==> src/rtl/pna_div.sv <==
`default_nettype none
// ----------------------------------------------------------------------------
// pna_div
// Restoring unsigned divider, one quotient bit per cycle.
// ----------------------------------------------------------------------------
module pna_div #(
	parameter int DVW = 32,
	parameter int DSW = 16
) (
	input  wire            clk,
	input  wire            arst_n,
	input  wire            start,
	input  wire [DVW-1:0]  dividend,
	input  wire [DSW-1:0]  divisor,
	output logic           done,
	output logic [DVW-1:0] quotient
);

	localparam int CW = $clog2(DVW + 1);

	logic [DVW-1:0] quo_q;
	logic [DSW-1:0] rem_q;
	logic [DSW-1:0] dsr_q;
	logic [CW-1:0]  cnt_q;
	logic           run_q;
	logic           done_q;
	logic [DSW:0]   rem_sh;
	logic           fits;

	assign rem_sh = {rem_q, quo_q[DVW-1]};
	assign fits   = rem_sh >= {1'b0, dsr_q};

	always_ff @(posedge clk or negedge arst_n) begin
		if (!arst_n) begin
			run_q  <= 1'b0;
			done_q <= 1'b0;
			cnt_q  <= '0;
		end else begin
			done_q <= 1'b0;
			if (start) begin
				run_q <= 1'b1;
				cnt_q <= CW'(DVW);
			end else if (run_q) begin
				cnt_q <= cnt_q - 1'b1;
				if (cnt_q == CW'(1)) begin
					run_q  <= 1'b0;
					done_q <= 1'b1;
				end
			end
		end
	end

	always_ff @(posedge clk) begin
		if (start) begin
			quo_q <= dividend;
			rem_q <= '0;
			dsr_q <= divisor;
		end else if (run_q) begin
			rem_q <= fits ? DSW'(rem_sh - {1'b0, dsr_q}) : DSW'(rem_sh);
			quo_q <= {quo_q[DVW-2:0], fits};
		end
	end

	assign done     = done_q;
	assign quotient = quo_q;

endmodule
`default_nettype wire

==> config.mk <==
export PLATFORM = sky130hd
export DESIGN_NAME = pna_div
export DESIGN_NICKNAME = d
export VERILOG_FILES = /design/src/rtl/pna_div.sv
export SDC_FILE = /design/constraint.sdc
export NUM_CORES = 1
export LEC_CHECK = 0
export ABC_AREA = 1
export BUFFER_PORTS_ARGS = -buffer_cell sky130_fd_sc_hd__buf_4
export CORE_AREA = 5 5 93 95
export CTS_CLUSTER_SIZE = 28
export DETAILED_ROUTE_END_ITERATION = 8
export DIE_AREA = 0 0 98 100
export PLACE_DENSITY = 0.85
export SLEW_MARGIN = 20
export SYNTH_ARGS = -nofsm -noshare
export SYNTH_HDL_FRONTEND = slang
export SYNTH_SLANG_ARGS = --single-unit
==> constraint.sdc <==
create_clock -name clk -period 4.64 [get_ports clk]
set_input_delay 0.232 -clock clk [delete_from_list [all_inputs] [get_ports clk]]
set_output_delay 0.232 -clock clk [all_outputs]
set_load 0.01 [all_outputs]
* Word level (Yosys, flattened, before mapping)
Index checks and enable logic that the tools add are counted.
** Storage, ports and cells
- Register bits after elaboration :: 72
- Input port bits :: 51
- Output and inout bits :: 33
- Logic and storage cells :: 22
** Operators by class
- $add $sub $neg :: 2
- Order comparisons :: 1
- Equal/unequal tests :: 1
- Mux-type cells :: 11
- Reduce and logical (&&, ||, !) cells :: 1
** Operator list (number)
- $mux 32 :: 2
- $ge 17x16->1 :: 1
- $mux 16 :: 1
- $sub 16x16->16 :: 1
- $mux 6 :: 2
- $eq 6x1->1 const B :: 1
- $mux 1 :: 6
- $sub 6x1->6 const B :: 1
- $reduce_bool 2->1 :: 1

* Logic depth before layout (Yosys ltp)
- Word-level depth :: 4
- Depth in mapped cells :: 16
- Gate-level depth less buffers :: 15

* Worst setup path after synthesis
Ideal clock, no wire load.
- Path type :: reg2reg
- From :: register quo_q[31], in the netlist quotient[31]
- To :: register rem_q[8]
- Library setup time :: 112 ps
- Data arrival time :: 1678 ps
- Data required time :: 4528 ps
- Path slack :: 2850 ps
- Stages on the path, launching flop included :: 12
- Period minus slack after synthesis :: 1790 ps
- Cells stage by stage :: edfxtp_1 inv_1 ha_1 fa_1 inv_1 nand3_1 nand3_1 a21oi_1 xor2_1 nand2_2 nand3_2 nand2_1
** On the way
- Longest elaborated chain between the ends :: 2
** Ends and longest elaborated chain
- from (decl) :: line 21 : logic [DVW-1:0] quo_q;
- from (signal assigned) :: line 55 : quo_q <= dividend;
- from (signal assigned) :: line 60 : quo_q <= {quo_q[DVW-2:0], fits};
- $sub 16x16->16 or $ge 17x16->1 (tied branches) :: line 59, 31
- $mux 16 (*) :: line 59 : rem_q <= fits ? DSW'(rem_sh - {1'b0, dsr_q}) : DSW'(rem_sh);
- to (signal assigned) :: line 59
- to (decl) :: line 22 : logic [DSW-1:0] rem_q;
Every way passes the cells marked *; elsewhere a longest branch is shown, timed or not.
A chain may end at the register's enable or synchronous reset.

* Worst setup path in the final report
- From :: register dsr_q[14]
- To :: register rem_q[2]
** On the way
- Longest elaborated chain between the ends :: 2
** Ends and longest elaborated chain
- from (decl) :: line 23 : logic [DSW-1:0] dsr_q;
- from (signal assigned) :: line 57 : dsr_q <= divisor;
- $ge 17x16->1 :: line 31 : assign fits = rem_sh >= {1'b0, dsr_q};
- $mux 16 :: line 59
Every way passes these cells.

==> impl_metrics.json <==
{
  "status": "finished clean",
  "cp_max_fo": 18,
  "setup_viol": 0,
  "fin_nets": 664,
  "swShare_pct": 40.1,
  "setup.worst_path.class": "register to register",
  "hold_class": "input pin to register",
  "antenna_found_initial": 0,
  "combPwrFrac_pct": 42.7,
  "syn_to_final_growth_pct": 21.1,
  "clkPwrFrac_pct": 19.2,
  "place_congestion": 0.944,
  "io_buffers": 83,
  "crit_chain": "inv_1 > ha_1 > a21oi_1 > o21a_1 > nand2_2 > nor2_4 > nand2_4 > nand2_2 > nand3_1 > nand2_1",
  "final_cells": 701,
  "first_global_vias": 3564,
  "fp.dieArea_sq_um": 9800,
  "finalHoldWorstSlack_ns": 0.0576,
  "worst_slack_ns": 2.48,
  "cts.htree.levels": 3,
  "grt_start_max_net_pins": 53,
  "coreArea_sq_um": 7650,
  "grt_usage_pct": 20.9,
  "cts_setup_buffers": 0,
  "async_flop_share_pct": 11.1,
  "post_drt_wl_per_cell_microns": 13.9,
  "overflow": 0,
  "vias_per_cell": 5.13,
  "drive_above_1_share_pct": 23.0,
  "synth_fp_nets": 581,
  "hold_viol": 0,
  "worstMarginPinSlew_ns": 0.676,
  "p_total_mw": 2.32,
  "clock.fmax_mhz": 462,
  "post-route-util_pct": 65.3,
  "dr_total_vias": 3599,
  "skew_ns": 0.0125,
  "dpl_cell_area_sq_um": 4800,
  "cpMostUsedCell": "nand2_2",
  "cts_tree": "done",
  "worst-endpoint-required_ns": 4.93,
  "arrival_ns": 2.45,
  "synth-main-ff-cell": "edfxtp_1",
  "synth.top_cell.area_share_pct": 35.0,
  "drt_wl_total_microns": 9720,
  "synth_most_common_cell": "nand2_1",
  "yosysSeqAreaShare_pct": 47.6,
  "final_area_sq_um": 4990,
  "postCtsResizedCells": 0,
  "fillers": 617,
  "synth_area_sq_um": 4120,
  "synthDistinctLibCells": 33,
  "synth.avg_cell_area_sq_um": 8.07,
  "initial_core_util_pct": 53.9,
  "dp_cells": 684,
  "hpwl_microns": 7310,
  "finalMaxSlewViolations": 0,
  "synth_seq_cells": 72,
  "rows": 32,
  "antenna_left": 0,
  "critPathMaxStageDelay_ns": 0.38,
  "die_y_microns": 100,
  "clkSlewWorstSetupHoldPaths_ns": 0.08,
  "clock-root-buffer": "clkbuf_8",
  "synth_edf_count": 48,
  "power_switching_mw": 0.932,
  "cts_made_buffers": 9,
  "ctsLongestPathBuffers": 2,
  "synth_cells": 511,
  "clock_sinks": 72,
  "critPathCaptureType": "register",
  "slew_headroom_pct": 54.9,
  "critPathSlowestCell": "nor2_4",
  "yosysWarnings": 0,
  "firstDrtPassIters": 5,
  "worst_skew_pair.late_latency_ns": 0.34,
  "pre_cts_ws_ns": 2.21,
  "ys_top_cells_by_count": "nand2_1, inv_1, edfxtp_1",
  "maxCapViolCount": 0,
  "p_int_mw": 1.39,
  "pwr-share-seq_pct": 38.1,
  "fin_crit_sh_pct": 46.6,
  "cp-start-kind": "register",
  "leakage_nw": 2.63,
  "finalSetupTns_ns": 0,
  "grt_pass1_wl_microns": 16500,
  "drcViolationCount": 0,
  "peakVddDrop_mv": 0.234,
  "synthTopCellsByArea": "edfxtp_1, nand2_1, dfxtp_1",
  "netlist.top_cell.by_area": "edfxtp_1",
  "p_per_area_nw_per_um2": 465,
  "drtIter0Drc": 239,
  "io_pins": 84,
  "fin_crit_ns": 2.16,
  "antenna_cells": 0,
  "fp.dieW_microns": 98,
  "rsz0062_at_grt": "false"
}
-- layout make-up --
cell class,instances,area (sq um),share of cell area (%)
clock inverter,7,55.1,1.10
tap,102,128,2.56
sequential,72,1960,39.3
inverter,68,255,5.11
clock buffer,9,124,2.48
timing repair buffer,85,641,12.8
multi-input combinational,358,1830,36.6
-- worst max-delay path, delay by kind of cell (launching register included) --
kind                       cells  cell delay (ns)
and+or+nand+nor                6             0.99
AOI/OAI and AO/OA              2             0.42
adders and majority gates      1             0.34
DFF                            1             0.32
buffers and inverters          1             0.04
-- registers in the layout (all words and copies together) (netlist names) --
register / cells
cnt_q: 6
rem_q: 16
run_q: 1
done: 1
quotient: 32
dsr_q: 16
-- cells by family (layout without fill, tap and decap cells) --
| group | Yosys count | in the layout | synth area share (%) |
|---|---|---|---|
| buffers and inverters | 81 | 169 | 8.16 |
| and+or+nand+nor | 310 | 310 | 33.9 |
| DFF | 72 | 72 | 47.6 |
| adders and majority gates | 19 | 19 | 5.95 |
| xor gates and xnor gates | 7 | 7 | 1.49 |
| AOI/OAI and AO/OA | 22 | 22 | 2.88 |
-- final timing paths --
kind	endpoint	slack (ns)	startpoint	depth (start not counted)
hold / removal	dsr_q[2]$_DFFE_PP_	0.06	divisor[2]	1
max in group asynchronous	cnt_q[2]$_DFFE_PN0P_	4.27	arst_n	2
setup / recovery	rem_q[2]$_SDFFE_PP0P_	2.48	dsr_q[14]$_DFFE_PP_	10
min in group asynchronous	cnt_q[5]$_DFFE_PN0P_	0.24	arst_n	2
setup reg to reg	rem_q[2]$_SDFFE_PP0P_	2.48	dsr_q[14]$_DFFE_PP_	10
hold reg to reg	rem_q[13]$_SDFFE_PP0P_	0.47	rem_q[13]$_SDFFE_PP0P_	2
-- cells in the final DEF (no fill, tap or decap) --
| cell type | count |
|---|---|
| nand2_1 | 215 |
| ha_1 | 18 |
| xnor2_1 | 5 |
| dfrtp_1 | 8 |
| o21ai_0 | 5 |
| dfxtp_1 | 16 |
| nor2_2 | 4 |
| a21oi_2 | 1 |
| nand3_2 | 6 |
| fa_1 | 1 |
| o22ai_1 | 1 |
| nand2_2 | 18 |
| a31oi_1 | 1 |
| nand3_1 | 24 |
| dlygate4sd3_1 | 1 |
| nor4_1 | 1 |
| nor3_1 | 6 |
| inv_1 | 62 |
| inv_6 | 2 |
| nand4_1 | 3 |
| nand3b_1 | 20 |
| buf_4 | 84 |
| xor2_1 | 2 |
| clkbuf_8 | 9 |
| nor2_1 | 10 |
| nand2_4 | 2 |
| a21oi_1 | 13 |
| inv_2 | 6 |
| nor2_4 | 1 |
| o21a_1 | 1 |
| clkinv_4 | 2 |
| edfxtp_1 | 48 |
| clkinv_2 | 1 |
| clkinvlp_4 | 2 |
-- power groups by stage --
stage	Sequential [mW]	Combinational (mW)	Clock [mW]
floorplan	0.888	0.742	0
global placement	0.892	0.942	0
detailed placement	0.892	0.975	0
CTS	0.883	0.984	0.460
global route	0.898	1.12	0.486
finish	0.886	0.991	0.446
-- metal layers --
layer  up-vias  share of wire, %  track usage [%]
met5         -                 0                0
met4         0               1.2             6.39
met3         9               8.3             6.12
met2       152                48             34.9
met1      1653                43             26.4
li1       1785                 -                -
-- what timing repair did --
action | CTS | global route
setup endpoints to repair | 0 | 0
hold buffers | 1 | 0
endpoints found under the hold margin | 8 | 0
(Power assumes the default switching activity.)
