## src/rtl/pna_sqrt.sv

```systemverilog
`default_nettype none
// ----------------------------------------------------------------------------
// pna_sqrt
// Digit-by-digit floor square root, one root bit per cycle.
// ----------------------------------------------------------------------------
module pna_sqrt #(
	parameter int RW = 32
) (
	input  wire             clk,
	input  wire             arst_n,
	input  wire             start,
	input  wire [2*RW-1:0]  radicand,
	output logic            done,
	output logic [RW-1:0]   root
);

	localparam int CW = $clog2(RW + 1);

	logic [2*RW-1:0] val_q;
	logic [RW+1:0]   rem_q;
	logic [RW-1:0]   root_q;
	logic [CW-1:0]   cnt_q;
	logic            run_q;
	logic            done_q;
	logic [RW+3:0]   rem_sh;
	logic [RW+3:0]   trial;
	logic            fits;

	assign rem_sh = {rem_q, val_q[2*RW-1 -: 2]};
	assign trial  = (RW+4)'({root_q, 2'b01});
	assign fits   = rem_sh >= trial;

	always_ff @(posedge clk or negedge arst_n) begin
		if (!arst_n) begin
			run_q  <= 1'b0;
			done_q <= 1'b0;
			cnt_q  <= '0;
		end else begin
			done_q <= 1'b0;
			if (start) begin
				run_q <= 1'b1;
				cnt_q <= CW'(RW);
			end else if (run_q) begin
				cnt_q <= cnt_q - 1'b1;
				if (cnt_q == CW'(1)) begin
					run_q  <= 1'b0;
					done_q <= 1'b1;
				end
			end
		end
	end

	always_ff @(posedge clk) begin
		if (start) begin
			val_q  <= radicand;
			rem_q  <= '0;
			root_q <= '0;
		end else if (run_q) begin
			val_q  <= {val_q[2*RW-3:0], 2'b00};
			rem_q  <= fits ? (RW+2)'(rem_sh - trial) : (RW+2)'(rem_sh);
			root_q <= {root_q[RW-2:0], fits};
		end
	end

	assign done = done_q;
	assign root = root_q;

endmodule
`default_nettype wire

```

## config.mk

```make
export PLATFORM = sky130hd
export DESIGN_NAME = pna_sqrt
export DESIGN_NICKNAME = d
export VERILOG_FILES = /design/src/rtl/pna_sqrt.sv
export SDC_FILE = /design/constraint.sdc
export NUM_CORES = 1
export LEC_CHECK = 0
export BUFFER_PORTS_ARGS = -buffer_cell sky130_fd_sc_hd__buf_2
export CAP_MARGIN = 10
export CELL_PAD_IN_SITES_DETAIL_PLACEMENT = 1
export CELL_PAD_IN_SITES_GLOBAL_PLACEMENT = 1
export CORE_MARGIN = 2
export CORE_UTILIZATION = 41
export DETAILED_ROUTE_END_ITERATION = 7
export GPL_TIMING_DRIVEN = 0
export MAX_ROUTING_LAYER = met4
export PLACE_DENSITY_LB_ADDON = 0.1
export SLEW_MARGIN = 15
export SYNTH_ARGS = -nofsm -noshare
export SYNTH_HDL_FRONTEND = slang
export SYNTH_SLANG_ARGS = --single-unit
```

## constraint.sdc

```tcl
create_clock -name clk -period 2.6 [get_ports clk]
set_input_delay 0.13 -clock clk [delete_from_list [all_inputs] [get_ports clk]]
set_output_delay 0.13 -clock clk [all_outputs]
set_load 0.02 [all_outputs]
```

# After elaboration in Yosys (flattened, before gate mapping)

Cells that the tools add are included.

Input bits: 67
Output and inout bits: 33
Logic and storage cells: 22
Register bits after elaboration: 138

Add/sub/neg operators: 2
Reductions and logical operators: 1
Magnitude comparators: 1
Multiplexer cells: 11
Equality and inequality tests: 1

Operators by type and width:

| cell                  | number |
|---|---|
| $mux W64              | 2 |
| $ge A36 B34 Y1        | 1 |
| $mux W34              | 1 |
| $sub A34 B34 Y34      | 1 |
| $mux W6               | 2 |
| $eq A6 B1 Y1 const B  | 1 |
| $mux W1               | 6 |
| $sub A6 B1 Y6 const B | 1 |
| $reduce_bool A2 Y1    | 1 |

# Logic depth before layout (Yosys ltp)

Gate-level depths: netlist (run 1).

Word-level depth: 4
Gate-level depth with buffers: 13
Mapped depth without buffers: 10

# Worst setup path before layout (run 1)

Ideal clock, no wire load.

Path type: register to register
Start point: reg root_q[7], in the netlist root[7]
End point: reg rem_q[20]
Data required time: 2.472 ns
Setup time: 0.128 ns
Path slack: -0.044 ns
Period minus slack after synthesis: 2.644 ns
Path buffers: 1
Stages on the path, launching flop included: 12
Arrival time: 2.516 ns
Cell sequence: dfxtp_1 -> inv_1 -> ha_1 -> a21oi_1 -> o211ai_1 -> a41oi_1 -> a21oi_4 -> o211ai_4 -> buf_6 -> mux2_2 -> mux2i_1 -> nor2_1

Cells in the longest elaborated chain, start to end: 2
Elaborated cells on any way between the ends: 3
Those cells by class: 1 x add/sub; 1 x order compare; 1 x mux

RTL lines:

| what                                               | RTL line | source |
|---|---|---|
| from (decl)                                        | 21       | `logic [RW-1:0] root_q;` |
| from (signal assigned)                             | 61       | `root_q <= {root_q[RW-2:0], fits};` |
| $sub A34 B34 Y34 or $ge A36 B34 Y1 (tied branches) | 60, 31   |  |
| $mux W34 *                                         | 60       | `rem_q <= fits ? (RW+2)'(rem_sh - trial) : (RW+2)'(rem_sh);` |
| to (signal assigned)                               | 60       |  |
| to (decl)                                          | 20       | `logic [RW+1:0] rem_q;` |

Mark *: on every way between the ends. The rest lies on a longest branch, timed or not.
A chain may end at the register's enable or synchronous reset.

# Worst setup path in the final report (run 1)

Start point: reg rem_q[17]
End point: reg rem_q[15]

Cells in the longest elaborated chain, start to end: 2

RTL lines:

| what           | RTL line | source |
|---|---|---|
| $ge A36 B34 Y1 | 31       | `assign fits = rem_sh >= trial;` |
| $mux W34       | 60       |  |

No other way between the ends.

==> results.cfg, run 1 <==
[placement]
place_congestion = 0.912
portBuffers = 99
dp_hpwl_um = 15800
dpl.cell_count = 1098

[die]
rows = 50
initial_core_util_pct = 41.5
core_um2 = 18600
die_area_um2 = 20000
top_level_ports = 100
fp.dieH_um = 141
die_w_um = 141

[yosys]
ys_types = 67
synth.ff_latch_count = 138
synth_mux_area_share_pct = 15.1
synth_top_family_by_area = multiplexers
synth-edff-count = 64
netlist_instances = 765
synthSimpleGateAreaFrac_pct = 12.3
syn_area_per_cell_um2 = 10.1
synth-compound-area-share_pct = 14.3
synth_xor_xnor_area_share_pct = 3.17
synth_fa_ha_area_share_pct = 5.82
synth_area_um2 = 7740
yosysWarningCount = 0
synthFlopType = dfxtp_1
syn_nets = 868
ys_seq_area_share_pct = 44.5
async_flop_share_pct = 5.80

[timing]
worst_slew_pin_slew_ns = 0.989
drv_slew = 0
whs_ns = 0.0142
grt_setup_unrepaired = true
fin_skew_ns = 0.0128
setup_viol = 3
fmax_ghz = 0.382
hold_viol = 0
fin_crit_sh_pct = 101
timing.setup.tns_ns = -0.0290
fin_ws_ns = -0.0154
fin_crit_ns = 2.62
relSlewSlack_pct = 34.1

[detailed_routing]
vias_per_cell = 5.49
route.detailed.drc = 0
postRouteAntennaNets = 0
first_iter_violations = 246
dr.pass1.iters = 4
post_drt_wl_per_cell_um = 21.1
vias = 6747
wl_um = 25900

[cts]
clockRootBuffer = clkbuf_16
h-tree-depth = 4
clk_pin_slew_ns = 0.07
clockBufferDepth = 2
clkLatencyLatePin_ns = 0.44
tritoncts = done
cts_made_buffers = 17
clock-sinks = 138

[final_layout]
layout_common_cells = nor2_1 (101), buf_2 (99), edfxtp_1 (64)
final_common_cell = nor2_1
drive_gt1_share_pct = 39.5
syn_to_final_growth_pct = 40.5
nets = 1083
final_util_pct = 58.4
fin_cells = 1229
num-fill-cells = 2005

[grt]
grt_overflow = 0
grt_pass1_wl_um = 40300
grt_pass1_vias = 7453
antenna_found_initial = 2
grt_max_degree = 66
track_usage_pct = 26.7

[critical_path]
worstPathArrival_ns = 2.91
critPathCaptureType = flip-flop
crit_path_max_fanout = 6
slowest_delay_ns = 0.45
criticalPathCategory = flip-flop to flip-flop
crit_chain = ha_4, a21oi_2, o211ai_1, a41oi_2, a21oi_4, o211ai_4, buf_4, mux2_2, mux2i_1, nor2_1
crit_slowest_cell = dfxtp_1
worstPathRequired_ns = 2.90
start_kind = flip-flop

[run]
cap_violations = 0

[worst_hold_path]
hold_path_class = input pin to flip-flop

[power]
power_mw = 13.4
power_density_nw_per_um2 = 1230
p_leak_nw = 4.56
peakVddDrop_mv = 0.699

[outcome]
failed_checks = setup timing
outcome = finished with violations
worst max-delay path, delay by kind of cell (launching register included):
family	cells	cell delay, ns
AND/OR/NAND/NOR	1	0.06
AO/OA/AOI/OAI	5	1.04
flip-flops	1	0.45
multiplexers	2	0.49
buffers and inverters	1	0.17
adder cells (fa/ha/maj)	1	0.27
where the power goes:
| part | switching, mW | internal, mW |
|---|---|---|
| sequential | 0.331 | 2.71 |
| combinational | 4.28 | 3.61 |
| clock | 1.18 | 1.30 |
| total | 5.80 | 7.63 |
synth_stat cells (all sizes together), types with 3 or more instances:
master | instances | area share (%)
a31oi | 7 | 0.57
o21ai | 25 | 1.6
nand3b | 4 | 0.39
a21o | 8 | 0.78
dfrtp | 8 | 2.6
a21oi | 50 | 3.6
dfxtp | 66 | 17
nand3 | 10 | 0.65
a21boi | 3 | 0.29
ha | 36 | 5.8
o211ai | 4 | 0.57
nor4 | 3 | 0.24
nor2b | 9 | 0.73
clkbuf | 30 | 1.5
a311oi | 3 | 0.34
nand4 | 10 | 0.81
inv | 46 | 2.2
buf | 12 | 1.0
nor3b | 3 | 0.29
o21bai | 4 | 0.39
nor3 | 8 | 0.52
nand2b | 5 | 0.40
o21a | 5 | 0.48
nor2 | 106 | 5.1
and2 | 6 | 0.52
and3 | 4 | 0.32
mux2 | 64 | 9.3
xor2 | 10 | 1.1
edfxtp | 64 | 25
o31a | 3 | 0.34
xnor2 | 18 | 2.0
nand2 | 31 | 1.5
a211oi | 27 | 2.9
mux2i | 45 | 5.8
repair_timing:
action | in CTS | in global routing
pin swaps | 30 | 45
gates cloned | 1 | 0
setup buffers | 19 | 25
gates resized for setup | 109 | 77
hold buffers | 59 | 0
setup endpoints to repair | 35 | 36
endpoints found under the hold margin | 66 | 0
layer usage:
layer | share of wire (%) | vias to the layer above | global-route usage [%]
met5 | 0 | - | -
met4 | 3.6 | 0 | 10.5
met3 | 4.1 | 69 | 4.93
met2 | 51 | 192 | 46.3
met1 | 41 | 3298 | 30.6
li1 | - | 3188 | -
cell families (layout without fill, tap and decap cells):
family	after synthesis	in the layout
AOI/OAI and AO/OA	159	159
xor gates and xnor gates	28	28
adders and majority gates	36	36
buffers and inverters	88	316
DFF	138	138
muxes	109	109
other	0	2
and+or+nand+nor	207	207
metrics by stage:
step	instance area, µm²	setup WS (ns)
finish	10900	-0.0154
global route	10900	-0.133
CTS	10400	-0.0298
detailed placement	8550	-0.398
global placement	8540	-0.789
floorplan	7750	0.0133
registers in the layout (all words and copies together) (netlist names):
name   count
run_q      1
cnt_q      6
done       1
val_q     64
rem_q     34
root      32
final cells by class:
class / count / area (µm²) / area share (%)
Clock buffer: 17 / 425 / 3.91
Buffer: 36 / 198 / 1.82
Sequential cell: 138 / 3490 / 32.1
Multi-Input combinational cell: 539 / 4690 / 43.1
Antenna cell: 2 / 5.00 / 0.0460
Inverter: 46 / 175 / 1.61
Timing Repair Buffer: 202 / 1430 / 13.1
Tap cell: 234 / 293 / 2.69
Clock inverter: 15 / 180 / 1.66
worst paths after layout:
check	startpoint	endpoint	slack, ns	cells after the start
max in group asynchronous	arst_n	cnt_q[1]	2.34	2
hold / removal	radicand[13]	val_q[13]	0.01	2
setup / recovery	rem_q[17]	rem_q[15]	-0.02	10
setup reg to reg	rem_q[17]	rem_q[15]	-0.02	10
min in group asynchronous	arst_n	cnt_q[2]	0.07	2
hold reg to reg	root[11]	root[12]	0.52	2
No activity file was read; power rests on OpenSTA's default activity.
==> run 2: changes to the inputs <==
Settings changed: CORE_UTILIZATION 41 to 46.
Clock period 2.6 ns to 2.9 ns, I/O delays scaled along.
==> results.cfg, run 2 (synthesis results as in run 1) <==
[cts]
cts_made_buffers = 17
h-tree-depth = 4
clockBufferDepth = 2
tritoncts = done
clock-sinks = 138
clk_pin_slew_ns = 0.07
clockRootBuffer = clkbuf_16
clkLatencyLatePin_ns = 0.44

[final_layout]
multi_input_area_um2 = 4110
nets = 997
final_common_cell = nor2_1
layout_common_cells = nor2_1 (106), buf_2 (100), dfxtp_1 (65)
syn_to_final_growth_pct = 21.6
num-fill-cells = 1852
largest_reg_flops = 64
diodes = 0
final_util_pct = 57.0
regMostFlops = val_q
drive_gt1_share_pct = 27.8
regArea_um2 = 3440

[critical_path]
start_kind = flip-flop
worstPathRequired_ns = 3.20
slowest_delay_ns = 0.48
crit_chain = inv_1, ha_1, a2111o_1, a31oi_2, nand3_1, o211ai_4, buf_8, mux2_2, mux2i_1, nor2_1
r2r_start = root[31]
crit_path_max_fanout = 6
reg2reg_depth = 10
crit_slowest_cell = a2111o_1
critPathCaptureType = flip-flop
rr_endpoint = rem_q[20]
rrSetupSlack_ns = 0.11
criticalPathCategory = flip-flop to flip-flop
worstPathArrival_ns = 3.09

[timing]
setup_viol = 0
fin_crit_ns = 2.79
grt_setup_unrepaired = true
fmax_ghz = 0.358
drv_slew = 0
worst_slew_pin_slew_ns = 0.961
timing.setup.tns_ns = 0
relSlewSlack_pct = 36.0
fin_crit_sh_pct = 96.3
hold_viol = 0
whs_ns = 0.0102
fin_skew_ns = 0.00994

[detailed_routing]
postRouteAntennaNets = 0
wl_um = 21800
first_iter_violations = 291
post_drt_wl_per_cell_um = 19.3
vias_per_cell = 5.56
route.detailed.drc = 0
dr.pass1.iters = 4
vias = 6271

[worst_hold_path]
hold_path_class = input pin to flip-flop
min_from = radicand[4]
hold_depth = 2
hold_end = val_q[4]

[grt]
grt_overflow = 0
grtUsageMet1_pct = 29.6
grt_max_degree = 66
antenna_found_initial = 0
top_usage_layer = met2
use_met2_pct = 45.4
gr-usage-met3_pct = 4.72
grt_pass1_vias = 6747
grt_pass1_wl_um = 34700
track_usage_pct = 25.7

[power]
p_leak_nw = 4.07
peakVddDrop_mv = 0.656
power_mw = 10.6
power_density_nw_per_um2 = 1130

[placement]
dp_hpwl_um = 15400
place_congestion = 0.929
portBuffers = 99

[outcome]
outcome = completed

[die]
die_w_um = 134
die_area_um2 = 17900
core_um2 = 16500
fp.dieH_um = 134
initial_core_util_pct = 46.9
top_level_ports = 100
rows = 47

[run]
cap_violations = 0
-- run 2: critical path: cells and delay by family (launching register included) --
kind | cells | cell delay, ns
buffers and inverters | 2 | 0.24
adder cells (fa/ha/maj) | 1 | 0.35
AO/OA/AOI/OAI | 3 | 0.99
AND/OR/NAND/NOR | 2 | 0.19
multiplexers | 2 | 0.47
flip-flops | 1 | 0.41
-- run 2: worst max-delay path by stage --
stage / endpoint / startpoint / depth (start not counted) / slack (ns)
2_1_floorplan: rem_q[20] / root[7] / 11 / 0.26
3_3_place_gp: val_q[55] / run_q / 4 / -0.54
3_5_place_dp: rem_q[25] / root[0] / 10 / -0.07
4_1_cts: rem_q[20] / root[25] / 12 / 0.007
5_1_grt: rem_q[25] / root[8] / 10 / -0.03
6_report: rem_q[20] / root[31] / 10 / 0.11
-- run 2: area by class of cell --
cell class | count | area share [%]
clock inverter | 14 | 1.71
inverter | 46 | 1.86
multi-input combinational | 539 | 43.6
timing repair buffer | 112 | 6.67
buffer | 40 | 2.07
clock buffer | 18 | 4.56
tap | 220 | 2.92
sequential | 138 | 36.6
-- run 2: stage by stage --
stage / cells / cell area (µm²) / worst slack [ns]
after floorplan: 765 / 7740 / 0.256
after global placement: 1084 / 8510 / -0.542
after detailed placement: 1084 / 8520 / -0.0748
after CTS: 1123 / 9220 / 0.00705
after global routing: 1127 / 9420 / -0.0285
final: 1127 / 9420 / 0.106
-- run 2: layer usage --
layer	part of all wire (%)	wire, µm
met5	0	0
met4	1.3	278
met3	3.7	810
met2	52	11400
met1	43	9300
-- run 2: report_power, final --
part | internal (mW) | switching [mW]
clock network | 1.29 | 0.914
logic | 2.47 | 3.31
registers | 2.43 | 0.224
total | 6.18 | 4.45
-- run 2: timing repair --
action | 4_1_cts | 5_1_grt
setup buffers | 0 | 5
hold buffers | 7 | 0
endpoints found under the setup margin | 17 | 31
pin swaps | 0 | 8
cloned | 0 | 1
resized for setup | 7 | 34
endpoints found under the hold margin | 14 | 0
